===== src/hdl/owsc_pkg.sv =====
// Package for the 1-wire slot codec: opcodes, result kinds, status codes,
// register indexes, sequencer states, reset values and the result record.
// No dependencies.
package owsc_pkg;

  localparam int MaxSlots = 128;

  localparam int CfgIdxW  = 3;
  localparam int CfgDataW = 16;
  localparam int InDataW  = 32;
  localparam int OutDataW = 32;

  typedef enum logic [2:0] {
    OP_CLEAR    = 3'd0,
    OP_SEND     = 3'd1,
    OP_READ     = 3'd2,
    OP_BIT      = 3'd3,
    OP_PRESENCE = 3'd4
  } op_e;

  typedef enum logic [1:0] {
    KIND_PULSE    = 2'd0,
    KIND_BIT      = 2'd1,
    KIND_PRESENCE = 2'd2,
    KIND_STATUS   = 2'd3
  } kind_e;

  typedef enum logic [1:0] {
    ST_OK         = 2'd0,
    ST_OVERFLOW   = 2'd1,
    ST_ZERO_COUNT = 2'd2
  } status_e;

  typedef enum logic [2:0] {
    REG_ONE_PULSE  = 3'd0,
    REG_ZERO_PULSE = 3'd1,
    REG_READ_PULSE = 3'd2,
    REG_BIT_BAR    = 3'd3,
    REG_PRES_BAR   = 3'd4
  } reg_e;

  typedef enum logic {
    SEQ_IDLE = 1'b0,
    SEQ_SLOT = 1'b1
  } seq_e;

  localparam logic [15:0] OnePulseRst  = 16'd10;
  localparam logic [15:0] ZeroPulseRst = 16'd60;
  localparam logic [15:0] ReadPulseRst = 16'd3;
  localparam logic [15:0] BitBarRst    = 16'd15;
  localparam logic [15:0] PresBarRst   = 16'd550;

  localparam logic [7:0] BitLsb = 8'h01;
  localparam logic [7:0] BitMsb = 8'h80;

  typedef struct packed {
    kind_e       kind;
    logic [15:0] pulse_width;
    logic        bit_value;
    logic [7:0]  byte_value;
    logic        byte_done;
    logic        present;
    status_e     status;
    logic        last;
  } res_t;

endpackage


===== src/hdl/onewire_slot_codec_unit.sv =====
// 1-wire bus master slot codec: turns bytes into slot pulse widths and
// decodes captured widths into bits, bytes and presence.
// Depends on owsc_pkg.
// Single-result items go straight into the output register on acceptance; sends and reads
// first enter the slot state, which then emits one slot per cycle while the consumer takes
// results (read count saturated at 8 bytes), and stops early with an overflow status. No new
// item is accepted until the slot state is left; a result waiting on the consumer stalls it.
// Reset: rst_ni low clears slot count, receive shift state, the sequencer state and the
// output valid flag, and loads the timing registers with their default values.
module onewire_slot_codec_unit
  import owsc_pkg::*;
(
  input  logic                clk_i,
  input  logic                rst_ni,
  // configuration write channel
  input  logic                cfg_valid_i,
  output logic                cfg_ready_o,
  input  logic [CfgIdxW-1:0]  cfg_index_i,
  input  logic [CfgDataW-1:0] cfg_data_i,
  // input items
  input  logic                s_axis_tvalid_i,
  output logic                s_axis_tready_o,
  // tdata: [7:0] data_byte, [11:8] read_count, [27:12] capture_width, [31:28] zero
  input  logic [InDataW-1:0]  s_axis_tdata_i,
  // tuser: [2:0] opcode
  input  logic [2:0]          s_axis_tuser_i,
  // result items
  output logic                m_axis_tvalid_o,
  input  logic                m_axis_tready_i,
  // tdata: [15:0] pulse_width, [16] bit_value, [24:17] byte_value, [25] byte_done,
  //        [26] present, [28:27] status, [31:29] zero
  output logic [OutDataW-1:0] m_axis_tdata_o,
  // tuser: [1:0] kind
  output logic [1:0]          m_axis_tuser_o,
  output logic                m_axis_tlast_o
);

  // timing and barrier registers
  logic [15:0] one_pw_q, zero_pw_q, read_pw_q, bit_bar_q, pres_bar_q;

  // block state
  logic [7:0] slot_count_q, slot_count_d;
  logic [7:0] rx_shift_q, rx_shift_d;
  logic [2:0] rx_idx_q, rx_idx_d;

  // slot sequencer
  seq_e       seq_q, seq_d;
  logic       send_mode_q, send_mode_d;   // 1: write slots, 0: read slots
  logic [7:0] tx_shift_q, tx_shift_d;
  logic [6:0] slots_left_q, slots_left_d;

  // output register
  logic out_valid_q, out_valid_d;
  res_t res_q, res_d;

  // input fields
  op_e         opcode;
  logic [7:0]  data_byte;
  logic [3:0]  read_count;
  logic [15:0] capture_width;
  logic [3:0]  read_bytes;

  logic out_free, in_accept, overflow;

  // shared magnitude compare
  logic [15:0] cmp_a, cmp_b;
  logic        cmp_lt;

  assign opcode        = op_e'(s_axis_tuser_i);
  assign data_byte     = s_axis_tdata_i[7:0];
  assign read_count    = s_axis_tdata_i[11:8];
  assign capture_width = s_axis_tdata_i[27:12];
  assign read_bytes    = (read_count > 4'd8) ? 4'd8 : read_count;

  assign out_free        = !out_valid_q || m_axis_tready_i;
  assign s_axis_tready_o = (seq_q == SEQ_IDLE) && out_free;
  assign in_accept       = s_axis_tvalid_i && s_axis_tready_o;
  assign overflow        = slot_count_q >= 8'(MaxSlots);
  assign cfg_ready_o     = 1'b1;

  // Select the barrier for the capture kind; presence uses the inverted result.
  assign cmp_a  = capture_width;
  assign cmp_b  = (opcode == OP_PRESENCE) ? pres_bar_q : bit_bar_q;
  assign cmp_lt = cmp_a < cmp_b;

  // Configuration registers: drop writes beyond the register list.
  always_ff @(posedge clk_i or negedge rst_ni) begin
    if (!rst_ni) begin
      one_pw_q   <= OnePulseRst;
      zero_pw_q  <= ZeroPulseRst;
      read_pw_q  <= ReadPulseRst;
      bit_bar_q  <= BitBarRst;
      pres_bar_q <= PresBarRst;
    end else if (cfg_valid_i) begin
      unique case (reg_e'(cfg_index_i))
        REG_ONE_PULSE:  one_pw_q   <= cfg_data_i;
        REG_ZERO_PULSE: zero_pw_q  <= cfg_data_i;
        REG_READ_PULSE: read_pw_q  <= cfg_data_i;
        REG_BIT_BAR:    bit_bar_q  <= cfg_data_i;
        REG_PRES_BAR:   pres_bar_q <= cfg_data_i;
        default: ;
      endcase
    end
  end

  // Next state of the slot sequencer.
  always_comb begin
    seq_d = seq_q;
    unique case (seq_q)
      SEQ_IDLE: begin
        if (in_accept && (opcode == OP_SEND ||
                          (opcode == OP_READ && read_count != 4'd0))) begin
          seq_d = SEQ_SLOT;
        end
      end
      SEQ_SLOT: begin
        // leave after the final slot or on overflow
        if (out_free && (overflow || slots_left_q == 7'd1)) begin
          seq_d = SEQ_IDLE;
        end
      end
      default: seq_d = SEQ_IDLE;
    endcase
  end

  // Results and state updates.
  always_comb begin
    slot_count_d = slot_count_q;
    rx_shift_d   = rx_shift_q;
    rx_idx_d     = rx_idx_q;
    send_mode_d  = send_mode_q;
    tx_shift_d   = tx_shift_q;
    slots_left_d = slots_left_q;
    out_valid_d  = out_valid_q && !m_axis_tready_i;
    res_d        = res_q;

    unique case (seq_q)
      SEQ_IDLE: begin
        if (in_accept) begin
          res_d      = '0;
          res_d.last = 1'b1;
          unique case (opcode)
            OP_CLEAR: begin
              slot_count_d = '0;
              rx_shift_d   = '0;
              rx_idx_d     = '0;
              res_d.kind   = KIND_STATUS;
              res_d.status = ST_OK;
              out_valid_d  = 1'b1;
            end
            OP_SEND: begin
              send_mode_d  = 1'b1;
              tx_shift_d   = data_byte;
              slots_left_d = 7'd8;
            end
            OP_READ: begin
              if (read_count == 4'd0) begin
                res_d.kind   = KIND_STATUS;
                res_d.status = ST_ZERO_COUNT;
                out_valid_d  = 1'b1;
              end else begin
                send_mode_d  = 1'b0;
                slots_left_d = {read_bytes, 3'b000};
              end
            end
            OP_BIT: begin
              // shift in at the MSB so the byte assembles LSB first
              rx_shift_d       = (rx_shift_q >> 1) | (cmp_lt ? BitMsb : 8'h00);
              rx_idx_d         = rx_idx_q + 3'd1;
              res_d.kind       = KIND_BIT;
              res_d.bit_value  = cmp_lt;
              res_d.byte_value = rx_shift_d;
              res_d.byte_done  = (rx_idx_q == 3'd7);
              out_valid_d      = 1'b1;
            end
            OP_PRESENCE: begin
              res_d.kind    = KIND_PRESENCE;
              res_d.present = !cmp_lt;
              out_valid_d   = 1'b1;
            end
            default: ;  // unknown opcodes: accept and ignore
          endcase
        end
      end
      SEQ_SLOT: begin
        if (out_free) begin
          res_d       = '0;
          out_valid_d = 1'b1;
          if (overflow) begin
            res_d.kind   = KIND_STATUS;
            res_d.status = ST_OVERFLOW;
            res_d.last   = 1'b1;
          end else begin
            slot_count_d = slot_count_q + 8'd1;
            slots_left_d = slots_left_q - 7'd1;
            tx_shift_d   = tx_shift_q >> 1;
            res_d.kind   = KIND_PULSE;
            res_d.last   = (slots_left_q == 7'd1);
            if (!send_mode_q) begin
              res_d.pulse_width = read_pw_q;
            end else if ((tx_shift_q & BitLsb) != 8'h00) begin
              res_d.pulse_width = one_pw_q;
            end else begin
              res_d.pulse_width = zero_pw_q;
            end
          end
        end
      end
      default: ;
    endcase
  end

  always_ff @(posedge clk_i or negedge rst_ni) begin
    if (!rst_ni) begin
      seq_q        <= SEQ_IDLE;
      slot_count_q <= '0;
      rx_shift_q   <= '0;
      rx_idx_q     <= '0;
      slots_left_q <= '0;
      send_mode_q  <= 1'b0;
      out_valid_q  <= 1'b0;
    end else begin
      seq_q        <= seq_d;
      slot_count_q <= slot_count_d;
      rx_shift_q   <= rx_shift_d;
      rx_idx_q     <= rx_idx_d;
      slots_left_q <= slots_left_d;
      send_mode_q  <= send_mode_d;
      out_valid_q  <= out_valid_d;
    end
  end

  // Payload registers: no reset needed.
  always_ff @(posedge clk_i) begin
    tx_shift_q <= tx_shift_d;
    res_q      <= res_d;
  end

  assign m_axis_tvalid_o = out_valid_q;
  assign m_axis_tuser_o  = res_q.kind;
  assign m_axis_tlast_o  = res_q.last;
  assign m_axis_tdata_o  = {3'b000, res_q.status, res_q.present, res_q.byte_done,
                            res_q.byte_value, res_q.bit_value, res_q.pulse_width};

endmodule


===== config.mk =====
export PLATFORM = sky130hd
export DESIGN_NAME = onewire_slot_codec_unit
export DESIGN_NICKNAME = d
export VERILOG_FILES = /design/src/hdl/owsc_pkg.sv /design/src/hdl/onewire_slot_codec_unit.sv
export SDC_FILE = /design/constraint.sdc
export NUM_CORES = 1
export LEC_CHECK = 0
export BUFFER_PORTS_ARGS = -buffer_cell sky130_fd_sc_hd__buf_2
export CELL_PAD_IN_SITES_DETAIL_PLACEMENT = 1
export CELL_PAD_IN_SITES_GLOBAL_PLACEMENT = 1
export CORE_AREA = 2 2 189 98
export CTS_CLUSTER_SIZE = 28
export DETAILED_ROUTE_END_ITERATION = 7
export DIE_AREA = 0 0 191 100
export PLACE_DENSITY_LB_ADDON = 0.1
export SYNTH_ARGS = -nofsm -noshare
export SYNTH_HDL_FRONTEND = slang
export SYNTH_SLANG_ARGS = --single-unit

===== constraint.sdc =====
create_clock -name clk_i -period 4.9 [get_ports clk_i]
set_input_delay 0.98 -clock clk_i [delete_from_list [all_inputs] [get_ports clk_i]]
set_output_delay 0.98 -clock clk_i [all_outputs]
set_load 0.005 [all_outputs]

**Word-level counts from Yosys, hierarchy flattened**

Cells that the tools add are included.
Widths: inputs -> output; s select.

- Register bits: 149
- Logic and storage cells: 123

- $lt $le $gt $ge: 3
- Bitwise gates (word level): 2
- Reductions and logical operators: 30
- Muxes and demuxes: 46
- Equality and inequality tests: 18
- Add/subtract/negate cells: 3

Operators with widths:

| kind | number |
|---|---|
| $mux 8 | 9 |
| $mux 16 | 4 |
| $mux 32 | 2 |
| $pmux 32 s2 | 1 |
| $pmux 8 s2 | 3 |
| $mux 7 | 4 |
| $pmux 7 s2 | 2 |
| $lt 16x16->1 | 1 |
| $eq 3x2->1 const B | 4 |
| $reduce_and 2->1 | 6 |
| $reduce_and 4->1 | 3 |
| $mux 10 | 1 |
| $eq 3x3->1 const B | 3 |
| $mux 1 | 9 |
| $add 8x1->8 const B | 1 |
| $ge 8x8->1 const B | 1 |
| $mux 2 | 4 |
| $or 7x8->8 | 1 |
| $pmux 1 s2 | 4 |
| $pmux 2 s4 | 1 |
| $eq 7x1->1 const B | 1 |
| $sub 7x1->7 const B | 1 |
| $eq 3x1->1 const B | 2 |
| $logic_and 1x1->1 | 6 |
| 18 further kinds | 28 |

**Logic depth before layout (Yosys ltp)**

- Depth after elaboration: 8
- Mapped depth: 11
- Mapped depth without buffers: 8

**Worst setup path before layout**

OpenSTA, ideal clock, no wires.

- Path kind: in2reg
- From: in s_axis_tuser_i[0]
- To: reg res_q, in the netlist m_axis_tdata_o[26], data pin
- Setup time: 0.255 ns
- Data arrival time: 3.245 ns
- Setup slack: 1.399 ns
- Cell stages on the path: 11
- Buffers on the path: 3
- Cell sequence: buf_4 nor3b_2 buf_6 buf_2 mux2i_1 ha_1 a21o_1 a221oi_2 a211oi_1 a211o_2 and3_1

- Cells in the longest elaborated chain, start to end: 7

RTL lines:

| element | RTL line | source |
|---|---|---|
| start, declared | onewire_slot_codec_unit.sv:26 | `input logic [2:0] s_axis_tuser_i,` |
| $eq 3x3->1 (*) | onewire_slot_codec_unit.sv:83, onewire_slot_codec_unit.sv:142 |  |
| $mux 16 | onewire_slot_codec_unit.sv:83 | `assign cmp_b = (opcode == OP_PRESENCE) ? pres_bar_q : bit_bar_q;` |
| $lt 16x16->1 | onewire_slot_codec_unit.sv:84 | `assign cmp_lt = cmp_a < cmp_b;` |
| $logic_not 1->1 | onewire_slot_codec_unit.sv:178 | `res_d.present = !cmp_lt;` |
| $mux 1 (*) | onewire_slot_codec_unit.sv:142 | `unique case (opcode)` |
| $mux 32 (*) | onewire_slot_codec_unit.sv:139 | `if (in_accept) begin` |
| $pmux 32 s2 (*) | onewire_slot_codec_unit.sv:137 | `unique case (seq_q)` |
| end signal, assigned | onewire_slot_codec_unit.sv:236 | `res_q <= res_d;` |
| end, declared | onewire_slot_codec_unit.sv:54 | `res_t res_q, res_d;` |

Every way passes the cells marked *; elsewhere a longest branch is shown, timed or not. The select of a mux whose other input is x is not followed.
A chain may end at the register's enable or synchronous reset.

**Worst setup path after layout**

Ends and elaborated chain as after synthesis.

==> run summary <==
Min path
* register to register — Hold/Removal Path Class

Floorplanning
* 191 um — die span in x
* 38.9% — initial core utilization
* 100 um — Die Y-Extent
* 97 — top-level I/O count
* 0.0191 mm2 — floorplan die area
* 35 — total number of placement rows
* 0.0177 mm2 — Core Area

CTS
* 420 ps — clock latency of the later-clocked register in the worst-skew pair
* 4 — H-tree depth
* 17 — CTS buffer count
* 0 — CTS hold repair buffers
* 2 — clock buffer depth
* 70 ps — Clk pin slew, worst setup/hold paths
* built — CTS tree
* 0 — Resized cells post-CTS
* 147 — clock tree sinks
* clkbuf_16 — library cell used as clock root buffer
* 0 — Post-CTS Setup Inserts

Cells and area
* 867 — non-filler cells, final
* 18.2% — area growth from synthesis to layout
* 36.5% — share of layout cells above drive strength 1
* 692 — number of nets in the layout
* 1864 — Filler cells

Power and ir drop
* 3.55 nW — leakage power total
* 0.00373 W — overall power of the completed layout
* 458 mW/mm2 — total power density per cell area
* 242 uV — Worst IR Drop VDD

Outcome
* completed — outcome

Logic synthesis
* dfrtp_1 — commonest register cell after synthesis
* 73.5% — share of flip-flops with an asynchronous set or reset after synthesis
* 13.1 um2 — Avg Cell Area, Syn
* 39 — EDFF count, synth
* 525 — gate count after technology mapping
* 58 — Unique masters post-synth
* 0.00689 mm2 — post-synthesis instance area
* 56.5% — sequential fraction of the synthesis area
* 147 — post-synthesis sequential element count
* 0 — Yosys warning count

GRT
* 0 — GR Overflow Total
* 3 — number of antenna violations at the first check in global routing
* 4727 — number of global-route vias before repair
* 86 — largest net degree at the start of global routing
* 27200 um — wire length of the first global-routing pass
* 19.3% — total global routing track utilization

Timing
* 1150 ps — transition at the pin with the smallest max-transition slack
* 1320 ps — post-layout worst setup margin
* 9.17 ps — Layout Skew
* 487 ps — Post-Route Hold Slack
* 279 MHz — maximum clock rate
* 0 ps — total negative setup slack
* 0 — final setup fails
* 3580 ps — Final Critical Period
* 73.1% — crit share post-route
* 0 — Final Max Tran Viols
* 0 — Final Hold Vio Count
* false — unrepaired setup endpoints after global routing
* 23.5% — Slew headroom

Place
* 917 ps — dpl ws
* 12200 um — half-perimeter wire length of the detailed placement result
* 0.810 — global placement routability congestion
* 833 — instance count after placement with tap cells included
* 88 — quantity of I/O buffers inserted on ports

Routing
* 0 — post-route ant nets
* 215 — DRC violation total after the first TritonRoute iteration
* 5.14 — via/cell ratio
* 19.7 um — average wire length per cell after detail routing
* 4456 — DR vias
* 17100 um — drt total wl
* 0 — detailed-route DRC error count
* 4 — detailed-router iteration count before antenna repair

Setup path
* 11 — maximum fanout encountered on the critical timing path
* input pin — sort of element at the start of the critical path
* 5080 ps — required time worst endpoint
* buf_2, nor3b_4, mux2i_1, ha_1, and3_1, a221oi_2, a211oi_1, a211o_2, and3_1 — cells along the critical path
* register — sort of element at the end of the critical path
* 690 ps — longest individual stage delay on the worst path
* and3_1 — most prevalent standard cell on the critical path
* input pin to register — path type of the worst setup path
* 3760 ps — CP arrival
* nor3b_4 — worst-path cell with the longest stage delay

Job
* 0 — max-cap violations

[power breakdown]
part,switching [W],total (W),internal (W),leakage [nW]
Clock,0.000586,0.00127,0.000688,0.275
Sequential,0.000188,0.00175,0.00156,1.68
Combinational,0.000351,0.000708,0.000356,1.59
Total,0.00113,0.00373,0.00261,3.55
[per-stage QoR]
stage / util [%] / cell area, um2
floorplan: - / 6900
global placement: 42.7 / 7570
detailed placement: 42.7 / 7570
CTS: 45.9 / 8140
global route: 45.9 / 8140
finish: 45.9 / 8150
[critical path, delay by kind of cell]
family	cells	cell delay, ps
compound gates	3	840
fa+ha+maj	1	300
buf+inv	1	180
mux	1	330
simple gates	3	1110
[routing by layer]
| layer | share of wire [%] | wire length [um] | GRT usage [%] | up-vias |
|---|---|---|---|---|
| li1 | - | - | - | 2097 |
| met1 | 55 | 9400 | 30.4 | 2268 |
| met2 | 40 | 6800 | 26.1 | 77 |
| met3 | 4.5 | 777 | 4.83 | 12 |
| met4 | 0.65 | 111 | 5.01 | 2 |
| met5 | 0.076 | 13 | 0 | - |
[sequential cells by signal, summed over array words and instances (netlist names)]
signal / cells
rx_idx_q: 3
m_axis_tdata_o: 28
read_pw_q: 16
send_mode_q: 1
bit_bar_q: 16
slots_left_q: 7
zero_pw_q: 16
m_axis_tuser_o: 2
rx_shift_q: 7
slot_count_q: 8
tx_shift_q: 8
pres_bar_q: 16
m_axis_tlast_o: 1
m_axis_tvalid_o: 1
seq_q: 1
one_pw_q: 16
[worst paths after layout]
| kind | slack (ps) | depth (start not counted) | start | end |
|---|---|---|---|---|
| max | 1320 | 9 | s_axis_tuser_i[0] | m_axis_tdata_o[26] |
| min | 490 | 1 | zero_pw_q[7] | zero_pw_q[7] |
| max reg2reg | 2280 | 5 | seq_q | slots_left_q[6] |
| min reg2reg | 490 | 1 | zero_pw_q[7] | zero_pw_q[7] |
| max in group asynchronous | 3120 | 2 | rst_ni | bit_bar_q[0] |
| min in group asynchronous | 740 | 1 | rst_ni | slot_count_q[5] |
[cells in the mapped netlist (2+ instances only)]
library cell,number,area [um2]
mux2_1,27,304
a221oi_2,2,30.0
buf_4,11,82.6
nand2b_1,5,31.3
ha_1,21,263
inv_1,7,26.3
nor2_1,35,131
buf_6,3,33.8
nand2_1,25,93.8
a31oi_1,6,37.5
edfxtp_1,39,1170
and3_1,6,37.5
a21oi_1,10,50.1
dfstp_2,16,420
a211oi_1,17,128
buf_2,8,40.0
nand3_1,13,65.1
o21ai_0,9,45.0
dfrtp_1,92,2300
nor2_2,2,12.5
nand4_1,2,12.5
nor3_1,5,25.0
o21ai_2,2,17.5
a21o_1,4,30.0
a21oi_2,3,26.3
o31ai_1,2,15.0
and2_1,8,50.1
mux2_2,61,687
mux2i_1,33,330
nor2b_1,5,31.3
clkbuf_1,10,37.5
nor4bb_1,2,20.0
conb_1,2,7.51
a22o_1,8,70.1
[logic make-up after synthesis]
group,after synthesis,share of synthesized area [%]
XOR/XNOR,1,0.127
other,2,0.109
multiplexers,121,19.2
AO/OA/AOI/OAI,72,7.61
flip-flops,147,56.5
buffers and inverters,39,3.20
AND/OR/NAND/NOR,122,9.48
adder cells (fa/ha/maj),21,3.81
[area by class of cell]
type	count	area (um2)	share of cell area (%)
clock inverters	14	136	1.67
clock buffers	18	439	5.39
repair buffers	98	518	6.36
inverters	7	26.3	0.322
well taps	240	300	3.69
diodes	2	5.00	0.0614
flip-flops and latches	147	3890	47.8
multi-input cells	341	2830	34.7
[layout by cell type (no fill, tap or decap), types with 13 or more instances in the layout]
master and count:
buf_2 87, mux2i_1 33, clkbuf_16 17, nor2_1 34
ha_1 21, nand3_1 13, nand2_1 25, dfstp_2 16
mux2_1 27, edfxtp_1 39, dfrtp_1 92, mux2_2 61
a211oi_1 17
Note: power is estimated with default switching activity, not from simulation.
